$ cat config.mk
export PLATFORM = sky130hd
export DESIGN_NAME = serial_port_status_register_block_core
export DESIGN_NICKNAME = d
export VERILOG_FILES = /design/src/design/spsrb_pkg.sv /design/src/design/serial_port_status_register_block_core.sv
export VERILOG_INCLUDE_DIRS = /design/src /design/src/design
export SDC_FILE = /design/constraint.sdc
export NUM_CORES = 1
export LEC_CHECK = 0
export ABC_AREA = 1
export ABC_CLOCK_PERIOD_IN_PS = 4000
export CAP_MARGIN = 10
export CORE_MARGIN = 5
export CORE_UTILIZATION = 61
export CTS_CLUSTER_DIAMETER = 120
export CTS_CLUSTER_SIZE = 40
export DETAILED_ROUTE_END_ITERATION = 10
export DONT_BUFFER_PORTS = 1
export PLACE_DENSITY = 0.77
export SLEW_MARGIN = 20
export SYNTH_ARGS = -nofsm -noshare
export SYNTH_HDL_FRONTEND = slang
export SYNTH_SLANG_ARGS = --single-unit
export TNS_END_PERCENT = 100
$ cat constraint.sdc
create_clock -name clock -period 4 [get_ports clock]
set_input_delay 0.8 -clock clock [delete_from_list [all_inputs] [get_ports clock]]
set_output_delay 0.8 -clock clock [all_outputs]
set_load 0.02 [all_outputs]
$ cat src/design/serial_port_status_register_block_core_assert.svh
// Assertion macros for the serial port status register block.
`ifndef SERIAL_PORT_STATUS_REGISTER_BLOCK_CORE_ASSERT_SVH
`define SERIAL_PORT_STATUS_REGISTER_BLOCK_CORE_ASSERT_SVH
`ifndef ASSERT_OFF
`define SPSRB_ASSERT_NOW(label, clk, rst, ante, cons) \
   label: assert property (@(posedge clk) disable iff (rst) (ante) |-> (cons)) \
      else $error("spsrb assertion failed");
`define SPSRB_ASSERT_NEXT(label, clk, rst, ante, cons) \
   label: assert property (@(posedge clk) disable iff (rst) (ante) |=> (cons)) \
      else $error("spsrb assertion failed");
`else
`define SPSRB_ASSERT_NOW(label, clk, rst, ante, cons)
`define SPSRB_ASSERT_NEXT(label, clk, rst, ante, cons)
`endif
`endif

$ cat src/design/spsrb_pkg.sv
// Types and constants of the serial port status register block.
package spsrb_pkg;

   localparam logic [2:0] OP_TICK   = 3'd0;
   localparam logic [2:0] OP_LATCH  = 3'd1;
   localparam logic [2:0] OP_READ   = 3'd2;
   localparam logic [2:0] OP_WRITE  = 3'd3;
   localparam logic [2:0] OP_LEVEL  = 3'd4;

   localparam logic [7:0] ADDR_SERIAL = 8'h50;
   localparam logic [7:0] ADDR_STATUS = 8'h51;
   localparam logic [7:0] ADDR_PORT   = 8'h70;

   localparam logic [7:0] MASK_NO_OVERRUN = 8'hFC;
   localparam logic [7:0] BITS_OVERRUN    = 8'h03;
   localparam logic [7:0] MASK_NO_DONE    = 8'hF3;
   localparam logic [7:0] BITS_DONE       = 8'h0C;
   localparam logic [7:0] BIT_TX_BUSY     = 8'h10;
   localparam logic [7:0] BIT_RX_READY    = 8'h20;
   localparam logic [7:0] BIT_MSB         = 8'h80;

   localparam logic [3:0] RX_IDLE  = 4'd0;
   localparam logic [3:0] RX_START = 4'd1;
   localparam logic [3:0] RX_FIRST = 4'd2;
   localparam logic [3:0] RX_BITS  = 4'd9;
   localparam logic [3:0] RX_LAST  = 4'd10;

   localparam logic [4:0] TX_IDLE  = 5'd0;
   localparam logic [4:0] TX_START = 5'd1;
   localparam logic [4:0] TX_BIT0  = 5'd3;
   localparam logic [4:0] TX_BIT7  = 5'd17;
   localparam logic [4:0] TX_STOP  = 5'd19;
   localparam logic [4:0] TX_LAST  = 5'd24;

   typedef struct packed {
      logic [2:0] opcode;
      logic [7:0] data_byte;
      logic       line_level;
   } req_type;

   typedef struct packed {
      logic [7:0] read_data;
      logic       read_valid;
      logic       serial_out_level;
      logic       serial_out_valid;
      logic [7:0] port_value;
      logic       port_valid;
      logic [7:0] latched_address;
      logic       address_valid;
   } rsp_type;

endpackage

$ cat src/design/serial_port_status_register_block_core.sv
// Top level of the serial port status register block: bus glue, status, port and serial unit.
// One request enters per cycle and gives exactly one response: the request
// is held in an input register, then one pass of update logic writes the device state and the
// response register together. Throughput is one request per cycle while the response side
// takes results; a stalled response holds the response register and the input register fills
// before the request side is stalled. Ticks drive the serial receiver and transmitter.
module serial_port_status_register_block_core
   import spsrb_pkg::*;
(
   input  logic    clock,
   input  logic    reset,
   input  logic    req_valid,
   output logic    req_stall,
   input  req_type req_data,
   output logic    rsp_valid,
   input  logic    rsp_stall,
   output rsp_type rsp_data
);

   logic       in_valid_ff;
   req_type    in_ff;
   logic       out_valid_ff;
   rsp_type    out_ff;
   rsp_type    out_in;
   logic       advance;

   logic [7:0] address_ff,   address_in;
   logic [7:0] status_ff,    status_in;
   logic [7:0] port_ff,      port_in;
   logic       rx_level_ff,  rx_level_in;
   logic [3:0] rx_step_ff,   rx_step_in;
   logic [7:0] rx_shift_ff,  rx_shift_in;
   logic [7:0] rx_buffer_ff, rx_buffer_in;
   logic [4:0] tx_step_ff,   tx_step_in;
   logic [7:0] tx_shift_ff,  tx_shift_in;

   assign advance   = !out_valid_ff || !rsp_stall;
   assign req_stall = in_valid_ff && !advance;
   assign rsp_valid = out_valid_ff;
   assign rsp_data  = out_ff;

   always_comb begin
      address_in   = address_ff;
      status_in    = status_ff;
      port_in      = port_ff;
      rx_level_in  = rx_level_ff;
      rx_step_in   = rx_step_ff;
      rx_shift_in  = rx_shift_ff;
      rx_buffer_in = rx_buffer_ff;
      tx_step_in   = tx_step_ff;
      tx_shift_in  = tx_shift_ff;
      out_in       = '0;
      case (in_ff.opcode)
         OP_TICK: begin
            if (rx_step_ff == RX_START) begin
               rx_step_in = RX_FIRST;
            end else if (rx_step_ff >= RX_FIRST && rx_step_ff <= RX_BITS) begin
               rx_shift_in = (rx_shift_ff >> 1) | (rx_level_ff ? 8'h00 : BIT_MSB);
               rx_step_in  = rx_step_ff + 4'd1;
            end else if (rx_step_ff == RX_LAST) begin
               rx_buffer_in = rx_shift_ff;
               if ((status_ff & BIT_RX_READY) != 8'h00) begin
                  status_in = status_ff | BITS_OVERRUN;
               end else begin
                  status_in = status_ff & MASK_NO_OVERRUN;
               end
               status_in  = status_in | BIT_RX_READY;
               rx_step_in = RX_IDLE;
            end else begin
               rx_step_in = RX_IDLE;
            end
            if (tx_step_ff > TX_LAST) begin
               tx_step_in = TX_IDLE;
            end else if (tx_step_ff == TX_LAST) begin
               tx_step_in = TX_IDLE;
               status_in  = status_in | BITS_DONE;
            end else if (tx_step_ff != TX_IDLE) begin
               tx_step_in = tx_step_ff + 5'd1;
               if (tx_step_ff == TX_START) begin
                  out_in.serial_out_level = 1'b1;
                  out_in.serial_out_valid = 1'b1;
               end else if (tx_step_ff == TX_STOP) begin
                  out_in.serial_out_level = 1'b0;
                  out_in.serial_out_valid = 1'b1;
               end else if (tx_step_ff >= TX_BIT0 && tx_step_ff <= TX_BIT7 &&
                            tx_step_ff[0]) begin
                  out_in.serial_out_level = !tx_shift_ff[0];
                  out_in.serial_out_valid = 1'b1;
                  tx_shift_in = tx_shift_ff >> 1;
               end
            end
         end
         OP_LATCH: begin
            address_in             = in_ff.data_byte;
            out_in.latched_address = in_ff.data_byte;
            out_in.address_valid   = 1'b1;
         end
         OP_READ: begin
            if (address_ff == ADDR_SERIAL) begin
               out_in.read_data  = rx_buffer_ff;
               out_in.read_valid = 1'b1;
               status_in         = status_ff & ~BIT_RX_READY;
            end else if (address_ff == ADDR_STATUS) begin
               out_in.read_data  = status_ff;
               out_in.read_valid = 1'b1;
            end else if (address_ff == ADDR_PORT) begin
               out_in.read_data  = port_ff;
               out_in.read_valid = 1'b1;
            end
         end
         OP_WRITE: begin
            if (address_ff == ADDR_SERIAL) begin
               status_in   = (status_ff & MASK_NO_DONE) | BIT_TX_BUSY;
               tx_shift_in = in_ff.data_byte;
               tx_step_in  = TX_START;
            end else if (address_ff == ADDR_STATUS) begin
               status_in = in_ff.data_byte |
                           (((in_ff.data_byte & BIT_TX_BUSY) != 8'h00) ? BITS_DONE : 8'h00);
            end else if (address_ff == ADDR_PORT) begin
               port_in           = in_ff.data_byte;
               out_in.port_value = in_ff.data_byte;
               out_in.port_valid = 1'b1;
            end
         end
         OP_LEVEL: begin
            if (in_ff.line_level && !rx_level_ff && rx_step_ff == RX_IDLE) begin
               rx_step_in = RX_START;
            end
            rx_level_in = in_ff.line_level;
         end
         default: begin
         end
      endcase
   end

   always_ff @(posedge clock) begin
      if (reset) begin
         in_valid_ff  <= 1'b0;
         out_valid_ff <= 1'b0;
         address_ff   <= '0;
         status_ff    <= '0;
         port_ff      <= '0;
         rx_level_ff  <= 1'b0;
         rx_step_ff   <= RX_IDLE;
         rx_shift_ff  <= '0;
         rx_buffer_ff <= '0;
         tx_step_ff   <= TX_IDLE;
         tx_shift_ff  <= '0;
      end else begin
         if (!req_stall) begin
            in_valid_ff <= req_valid;
         end
         if (advance) begin
            out_valid_ff <= in_valid_ff;
         end
         if (advance && in_valid_ff) begin
            address_ff   <= address_in;
            status_ff    <= status_in;
            port_ff      <= port_in;
            rx_level_ff  <= rx_level_in;
            rx_step_ff   <= rx_step_in;
            rx_shift_ff  <= rx_shift_in;
            rx_buffer_ff <= rx_buffer_in;
            tx_step_ff   <= tx_step_in;
            tx_shift_ff  <= tx_shift_in;
         end
      end
   end

   always_ff @(posedge clock) begin
      if (!req_stall && req_valid) begin
         in_ff <= req_data;
      end
      if (advance && in_valid_ff) begin
         out_ff <= out_in;
      end
   end

`include "serial_port_status_register_block_core_assert.svh"

   `SPSRB_ASSERT_NOW(a_rx_step_range, clock, reset, 1'b1, rx_step_ff <= RX_LAST)
   `SPSRB_ASSERT_NOW(a_tx_step_range, clock, reset, 1'b1, tx_step_ff <= TX_LAST)
   `SPSRB_ASSERT_NOW(a_one_kind, clock, reset, rsp_valid, $onehot0({rsp_data.read_valid, rsp_data.serial_out_valid, rsp_data.port_valid, rsp_data.address_valid}))
   `SPSRB_ASSERT_NEXT(a_input_hold, clock, reset, in_valid_ff && !advance, in_valid_ff && $stable(in_ff))

endmodule
==> flow_metrics.py, run 1 <==
metrics = {
    "drt": {
        "vias_per_cell": 5.48,
        "routed_wl_mm": 9.33,
        "routedWlPerCell_microns": 14.2,
        "dr.pass1.iters": 5,
        "drtAntennaViolNets": 0,
        "route.detailed.drc": 0,
        "vias": 3596,
        "drt_iter0_drc": 279,
    },
    "finish": {
        "nFillCells": 607,
        "register_area_sq_mm": 0.00243,
        "multi_input_area_sq_mm": 0.00176,
        "final_cells": 656,
        "antenna_cells": 0,
        "utilization_pct": 66.0,
        "final_common_cell": "nand2_1",
        "layout_common_cells": "130 x nand2_1, 80 x nor2_1, 61 x inv_1",
        "area_delta_synth_final_pct": 5.86,
        "drive_above_1_share_pct": 5.57,
        "fin_nets": 575,
    },
    "yosys": {
        "yosysWarnings": 0,
        "postSynthCellCount": 555,
        "ys_types": 33,
        "postSynthAreaPerCell_sq_um": 8.15,
        "syn-cell-area_sq_mm": 0.00452,
        "synth_top_area_share_pct": 27.2,
        "synth_nets": 578,
        "synth_seq_cells": 101,
        "ys_top_cells_by_area": "edfxtp_1 27%, dfxtp_1 27%, nand2_1 11%",
        "yosysSeqAreaShare_pct": 53.8,
        "yosys.area.top_type": "edfxtp_1",
    },
    "cts": {
        "cts_sinks": 101,
        "cts_setup_buffers": 0,
        "cts_tree": "built",
        "clkTransAtPathRegs_ns": 0.09,
        "clockBufferDepth": 2,
        "post_cts_resized": 0,
        "clkLatencyLatePin_ns": 0.37,
        "htree_levels": 3,
        "cts_root_buffer": "clkbuf_8",
        "cts-hold-fix-buffers": 0,
        "numCtsBuffers": 9,
    },
    "setup_path": {
        "cp.arrival_ns": 2.64,
        "slowest_stage": "nor2_1",
        "path_buf_inv": 1,
        "end_kind": "flip-flop",
        "reg2reg_depth": 7,
        "path_cells": "nor2_1 > nand2_1 > nor2_1 > nand2_1 > inv_1 > o21ai_0 > a21oi_1",
        "slowest_delay_ns": 0.57,
        "cp_num_cells": 7,
        "path_class": "flip-flop to flip-flop",
        "required_ns": 4.30,
        "cp_top_family": "simple AND/OR/NAND/NOR gates",
        "start_kind": "flip-flop",
        "critPathMaxFanout": 11,
    },
    "die": {
        "coreArea_sq_mm": 0.00725,
        "die_area_sq_mm": 0.00924,
        "die_h_microns": 96.1,
        "rows": 31,
        "initial_core_util_pct": 62.4,
        "die_x_microns": 96.1,
        "ios": 47,
    },
    "power": {
        "power_frac_comb_pct": 4.3,
        "p_seq_share_pct": 59.4,
        "ir_drop_mv": 0.307,
        "switching_share_pct": 22.9,
        "leakage_nw": 1.91,
        "power.internal_mw": 1.48,
        "power_mw": 1.91,
        "clkPwrFrac_pct": 36.3,
        "powerDensity_mw_per_mm2": 400,
        "p_switching_mw": 0.439,
    },
    "grt": {
        "grt_first_pass_wirelength_mm": 15.4,
        "first_global_vias": 3279,
        "grt_use_total_pct": 21.8,
        "grt-ovfl-total": 0,
        "grt_max_degree": 32,
        "antenna_found_initial": 0,
    },
    "placement": {
        "hpwl_mm": 6.57,
        "portBuffers": 0,
        "gp_congestion": 0.908,
        "placed_cells": 640,
    },
    "sta": {
        "worst_pin_slew_ns": 0.837,
        "maxSlewViolCount": 0,
        "min_period_ns": 2.34,
        "fin_tns_setup_ns": 0,
        "fmax_mhz": 428,
        "rsz0062_at_grt": "no",
        "setup_viol": 0,
        "period_share_pct": 58.4,
        "skew_ns": 0.00679,
        "finalHoldViolations": 0,
        "hold_ws_ns": 0.463,
        "slew_headroom_pct": 44.2,
    },
    "min_path": {
        "holdCritPathClass": "flip-flop to flip-flop",
        "min_path_cells": 2,
    },
    "status": {
        "status": "finished, final reports clean",
    },
    "run": {
        "drv_cap": 0,
    },
}
final cells by class:
type / count / share of cell area, %
multi-input cells: 373 / 36.8
well taps: 99 / 2.59
clock buffers: 10 / 2.66
clock inverters: 6 / 1.80
inverters: 66 / 5.20
flip-flops and latches: 101 / 50.8
repair buffers: 1 / 0.157
worst paths after layout:
check	from	endpoint	slack, ns
worst max-delay path	in_ff[9]	rx_buffer_ff[7]	1.66
worst min-delay path	address_ff[2]	address_ff[2]	0.46
worst min register to register	address_ff[2]	address_ff[2]	0.46
worst max register to register	in_ff[9]	rx_buffer_ff[7]	1.66
cell usage after synthesis, drive strengths merged:
cell type  number
nor3b           3
o211ai          6
inv            64
clkinv          2
o22ai           3
clkbuf          6
a31oi           2
xor2            1
and3            1
o21bai          1
nand4           4
nor2           83
nor3            7
nand2         134
and2            1
edfxtp         41
a21oi          53
buf             9
dfxtp          60
nand3          34
a211oi          5
xnor2           1
o21ai          27
ha              7
logic make-up after synthesis:
| family | after synthesis | share of synthesized area, % |
|---|---|---|
| AND/OR/NAND/NOR | 267 | 24.9 |
| flip-flops | 101 | 53.8 |
| AO/OA/AOI/OAI | 97 | 11.8 |
| buffers and inverters | 81 | 7.27 |
| adder cells (fa/ha/maj) | 7 | 1.94 |
| XOR/XNOR | 2 | 0.387 |
power by group through the flow:
stage / Sequential, mW / Clock, mW / Combinational [mW]
4_1_cts: 1.14 / 0.707 / 0.0832
2_1_floorplan: 1.15 / 0 / 0.0715
3_5_place_dp: 1.16 / 0 / 0.0830
5_1_grt: 1.14 / 0.752 / 0.0955
3_3_place_gp: 1.16 / 0 / 0.0792
6_report: 1.14 / 0.694 / 0.0831
flip-flops by register name, indices dropped and copies added, names as in the netlist:
signal / count
rx_shift_ff: 8
address_ff: 8
status_ff: 8
port_ff: 8
rx_step_ff: 4
rsp_valid: 1
rx_buffer_ff: 8
rx_level_ff: 1
rsp_data: 29
in_valid_ff: 1
tx_shift_ff: 8
in_ff: 12
tx_step_ff: 5
stage by stage:
stage / setup slack [ns] / area (sq um)
3_5_place_dp: 1.41 / 4580
3_3_place_gp: 1.48 / 4580
4_1_cts: 1.69 / 4790
5_1_grt: 1.42 / 4790
6_report: 1.66 / 4790
2_1_floorplan: 1.73 / 4520
per-layer routing:
metal	routed length, microns	GRT usage (%)	part of all wire [%]	up-vias
li1	-	-	-	1807
met1	4170	28.3	45	1665
met2	4480	35.6	48	107
met3	522	5.39	5.6	17
met4	153	6.99	1.6	0
met5	0	0	0	-
worst register-to-register path, cell delays in order (launching register included):
cell	delay [ns]
edfxtp_1	0.51
nor2_1	0.17
nand2_1	0.18
nor2_1	0.57
nand2_1	0.34
inv_1	0.24
o21ai_0	0.11
a21oi_1	0.15
(Power assumes the default switching activity.)
==> inputs of run 2 (changes only) <==
Settings changed: ABC_CLOCK_PERIOD_IN_PS 4000 to 2300.
Clock period 4 ns to 2.3 ns, I/O delays scaled along.
==> run 2 against run 1 <==
Compared with the run above:
- wire length decreased by 1.3%
- count of clock-buffer cells in the layout increased by 1
- sequential power increased by 74%
==> flow_metrics.py, run 2 (synthesized netlist as in run 1, its figures left out) <==
metrics = {
    "die": {
        "die_x_microns": 96.1,
        "coreArea_sq_mm": 0.00725,
        "die_h_microns": 96.1,
        "die_area_sq_mm": 0.00924,
        "rows": 31,
        "initial_core_util_pct": 62.4,
        "ios": 47,
    },
    "power": {
        "power.internal_mw": 2.44,
        "leakage_nw": 1.93,
        "p_switching_mw": 0.787,
        "power_frac_comb_pct": 4.6,
        "powerDensity_mw_per_mm2": 670,
        "clkPwrFrac_pct": 34.1,
        "ir_drop_mv": 0.475,
        "p_seq_share_pct": 61.3,
        "switching_share_pct": 24.4,
    },
    "drt": {
        "routedWlPerCell_microns": 13.9,
        "drt_iter0_drc": 216,
        "vias_per_cell": 5.41,
        "drtAntennaViolNets": 0,
        "routed_wl_mm": 9.21,
        "dr.pass1.iters": 5,
        "vias": 3582,
        "route.detailed.drc": 0,
    },
    "setup_path": {
        "required_ns": 2.57,
        "reg2reg_depth": 6,
        "path_class": "flip-flop to flip-flop",
        "start_kind": "flip-flop",
        "cp.arrival_ns": 2.19,
        "r2r_setup_slack_ns": 0.38,
        "end_kind": "flip-flop",
        "critPathMaxFanout": 13,
    },
    "finish": {
        "fin_nets": 581,
        "final_cells": 662,
        "layout_common_cells": "130 x nand2_1, 80 x nor2_1, 61 x inv_1",
        "area_delta_synth_final_pct": 6.44,
        "largest_reg_flops": 29,
        "final_common_cell": "nand2_1",
        "nFillCells": 608,
        "antenna_cells": 0,
        "utilization_pct": 66.4,
        "finalInstanceArea_sq_mm": 0.00482,
        "drive_above_1_share_pct": 6.75,
    },
    "placement": {
        "gp_congestion": 0.899,
        "placed_cells": 646,
        "portBuffers": 0,
        "hpwl_mm": 6.68,
        "post_dp_cell_area_sq_mm": 0.00462,
    },
    "sta": {
        "worst_pin_slew_ns": 0.766,
        "fmax_mhz": 520,
        "min_period_ns": 1.92,
        "fin_tns_setup_ns": 0,
        "slew_headroom_pct": 48.9,
        "maxSlewViolCount": 0,
        "hold_ws_ns": 0.136,
        "period_share_pct": 83.6,
        "finalHoldViolations": 0,
        "rsz0062_at_grt": "no",
        "setup_viol": 0,
        "skew_ns": 0.00835,
    },
    "cts": {
        "cts_setup_buffers": 0,
        "clkLatencyLatePin_ns": 0.38,
        "cts_tree": "built",
        "post_cts_resized": 0,
        "cts-hold-fix-buffers": 0,
        "cts_sinks": 101,
        "cts_root_buffer": "clkbuf_8",
        "clockBufferDepth": 2,
        "clkTransAtPathRegs_ns": 0.09,
        "htree_levels": 3,
        "numCtsBuffers": 9,
    },
    "grt": {
        "grt-ovfl-total": 0,
        "grt_use_total_pct": 21.7,
        "antenna_found_initial": 0,
        "grt_first_pass_wirelength_mm": 15.2,
        "grt_max_degree": 32,
        "first_global_vias": 3329,
    },
    "min_path": {
        "min_path_cells": 1,
        "holdCritPathClass": "input port to flip-flop",
    },
    "status": {
        "status": "finished, final reports clean",
    },
    "run": {
        "drv_cap": 0,
    },
}
-- run 2: stage by stage --
step | worst slack [ns] | power, mW
finish | 0.376 | 3.23
global route | 0.171 | 3.35
CTS | 0.363 | 3.24
detailed placement | 0.381 | 2.17
global placement | 0.469 | 2.16
floorplan | 0.366 | 2.13
-- run 2: final cells by class --
class | count | area (sq um) | area share [%]
multi-input cells | 373 | 1760 | 36.6
clock buffers | 11 | 156 | 3.25
well taps | 99 | 124 | 2.57
inverters | 66 | 249 | 5.17
clock inverters | 5 | 38.8 | 0.805
repair buffers | 7 | 52.6 | 1.09
flip-flops and latches | 101 | 2430 | 50.5
-- run 2: power groups by stage --
stage               logic (mW)  registers [mW]  clock network (mW)
detailed placement       0.148            2.02                   0
global placement         0.144            2.02                   0
global route             0.170            1.98                1.19
finish                   0.148            1.98                1.10
CTS                      0.148            1.98                1.12
floorplan                0.124            2.00                   0
-- run 2: per-layer routing --
metal	GRT usage, %	wire (microns)	vias to the layer above
li1	-	-	1822
met2	35.3	4370	82
met1	27.4	4210	1659
met3	5.08	419	19
met5	0	0	-
met4	9.72	209	0
-- run 2: worst paths after layout --
kind | start | end
worst min register to register | port_ff[1] | port_ff[1]
worst max-delay path | in_ff[11] | port_ff[3]
worst min-delay path | reset | tx_step_ff[1]
worst max register to register | in_ff[11] | port_ff[3]
-- run 2: worst max-delay path: stages (launching register included) --
cell      delay, ns
edfxtp_1       0.51
nor2_4         0.23
nand2_4        0.16
nor3_2         0.46
inv_1          0.25
nand2_1        0.12
a21oi_1        0.08
==> inputs of run 3 (changes only) <==
Settings changed: ABC_CLOCK_PERIOD_IN_PS 2300 to 1680, CORE_UTILIZATION 61 to 57, PLACE_DENSITY 0.77 to 0.75.
Clock period 2.3 ns to 1.68 ns, I/O delays scaled along.
==> run 3 against run 2 <==
Compared with the run above:
- final cell count up 5.4%
- highest routed layer unchanged
- sequential power rose by 36%
- sequential share of layout area down 4.0 points
- count of clock-buffer cells in the layout down 1
- first-iteration DRC count increased by 35%
==> flow_metrics.py, run 3 (synthesized netlist as in run 1, its figures left out) <==
metrics = {
    "finish": {
        "antenna_cells": 0,
        "layout_common_cells": "118 x nand2_1, 72 x nor2_1, 57 x dfxtp_1",
        "fin_nets": 614,
        "drive_above_1_share_pct": 18.8,
        "area_delta_synth_final_pct": 15.9,
        "largest_reg_flops": 29,
        "final_cells": 698,
        "final_common_cell": "nand2_1",
    },
    "placement": {
        "hpwl_mm": 7.18,
        "gp_congestion": 0.958,
        "portBuffers": 0,
        "placed_cells": 668,
    },
    "sta": {
        "fin_tns_setup_ns": 0,
        "finalHoldViolations": 0,
        "rsz0062_at_grt": "yes",
        "min_period_ns": 1.64,
        "worst_pin_slew_ns": 0.419,
        "slew_headroom_pct": 72.0,
        "skew_ns": 0.00858,
        "period_share_pct": 97.8,
        "maxSlewViolCount": 0,
        "setup_viol": 0,
        "fmax_mhz": 608,
    },
    "grt": {
        "grt.met3_usage_pct": 7.57,
        "grt-ovfl-total": 0,
        "met1_usage_pct": 26.0,
        "grt_use_total_pct": 21.4,
        "first_global_vias": 3634,
        "antenna_found_initial": 0,
        "grt_most_used_layer": "met2",
        "grt_max_degree": 32,
        "grt_first_pass_wirelength_mm": 16.8,
        "grt_use_met2_pct": 35.8,
    },
    "die": {
        "rows": 32,
        "initial_core_util_pct": 58.5,
        "die_h_microns": 99.1,
        "die_area_sq_mm": 0.00982,
        "coreArea_sq_mm": 0.00773,
        "die_x_microns": 99.1,
        "ios": 47,
    },
    "drt": {
        "vias_per_cell": 5.57,
        "vias": 3885,
        "drtAntennaViolNets": 0,
        "dr.pass1.iters": 5,
        "routedWlPerCell_microns": 15.0,
        "routed_wl_mm": 10.5,
        "route.detailed.drc": 0,
        "drt_iter0_drc": 291,
    },
    "setup_path": {
        "critPathMaxFanout": 7,
        "start_kind": "flip-flop",
        "reg2reg_from": "in_ff[11]",
        "end_kind": "flip-flop",
        "slowest_stage": "edfxtp_1",
        "path_cells": "buf_4 > inv_2 > nand2_2 > a21oi_4 > and2_4 > nand2_4 > nand2_2 > a21oi_2",
        "path_class": "flip-flop to flip-flop",
        "r2r_setup_slack_ns": 0.04,
        "startpoint": "in_ff[11]",
        "required_ns": 1.95,
        "reg2reg_depth": 8,
        "crit_top_cell": "nand2_2",
        "worst_r2r_endpoint": "tx_step_ff[1]",
        "slowest_delay_ns": 0.47,
        "cp.arrival_ns": 1.92,
        "cp-endpoint": "tx_step_ff[1]",
    },
    "min_path": {
        "holdCritPathClass": "input port to flip-flop",
    },
    "status": {
        "status": "finished, final reports clean",
    },
    "power": {
        "powerDensity_mw_per_mm2": 836,
        "ir_drop_mv": 0.603,
        "leakage_nw": 2.10,
    },
    "cts": {
        "clockBufferDepth": 2,
        "cts_root_buffer": "clkbuf_8",
        "htree_levels": 3,
        "clkTransAtPathRegs_ns": 0.10,
        "cts_sinks": 101,
        "numCtsBuffers": 9,
        "cts_tree": "built",
        "clkLatencyLatePin_ns": 0.37,
    },
    "run": {
        "drv_cap": 0,
    },
}
## run 3: cell count changes in the layout (fill, tap and decap cells not counted), moves of 4 or more
cell / change
a21oi_1: -5
a21oi_2: +5
buf_4: +27
inv_1: -5
inv_2: +4
nand2_1: -12
nand2_2: +8
nand2_4: +4
nand3_1: -7
nand3_2: +7
nor2_1: -8
nor2_2: +5
## run 3: where the power goes
part,internal (mW),total (mW),switching (mW)
Combinational,0.0938,0.275,0.182
Clock,0.554,1.41,0.852
Sequential,2.62,2.70,0.0859
## run 3: metal layers
| metal | share of wire [%] | vias up |
|---|---|---|
| li1 | - | 1895 |
| met1 | 42 | 1833 |
| met2 | 49 | 142 |
| met3 | 7.0 | 15 |
| met4 | 1.7 | 0 |
| met5 | 0 | - |
## run 3: layout make-up
class	instances	area [sq um]
multi-input cells	375	1950
clock inverters	6	48.8
clock buffers	10	128
flip-flops and latches	101	2440
fillers	612	2480
inverters	66	256
repair buffers	38	298
well taps	102	128
## run 3: what timing repair did
item                                    4_1_cts  5_1_grt
resized for setup                             7       51
cloned                                        0        3
hold buffers                                  0        2
pin swaps                                     2       13
hold endpoints to repair                      0       13
buffers inserted                              4        5
endpoints found under the setup margin       17       65
## run 3: how the worst min path moves through the flow
| stage | from | to | slack [ns] | depth (start not counted) |
|---|---|---|---|---|
| detailed placement | reset | in_valid_ff | 0.41 | 1 |
| finish | reset | tx_step_ff[0] | 0.005 | 1 |
| global route | reset | tx_step_ff[0] | -0.02 | 1 |
| global placement | reset | in_valid_ff | 0.41 | 1 |
| floorplan | rx_buffer_ff[1] | rx_buffer_ff[1] | 0.42 | 2 |
| CTS | reset | in_valid_ff | 0.0002 | 1 |
## run 3: worst max-delay path: cells and delay by family (launching register included)
family	cells	cell delay, ns
AND/OR/NAND/NOR	4	0.53
buffers and inverters	2	0.22
flip-flops	1	0.47
AO/OA/AOI/OAI	2	0.31
## run 3: metrics by stage
step	hold slack [ns]	cell area (sq um)	setup WS, ns	util [%]	power, mW
final	0.00524	5250	0.0366	67.9	4.39
after global routing	-0.0241	5250	-0.111	67.9	4.59
after CTS	0.000165	5010	0.0164	64.8	4.39
after detailed placement	0.411	4780	-0.187	61.9	2.99
after global placement	0.409	4780	-0.0112	61.9	2.98
after floorplan	0.425	4540	0.0309	-	2.92
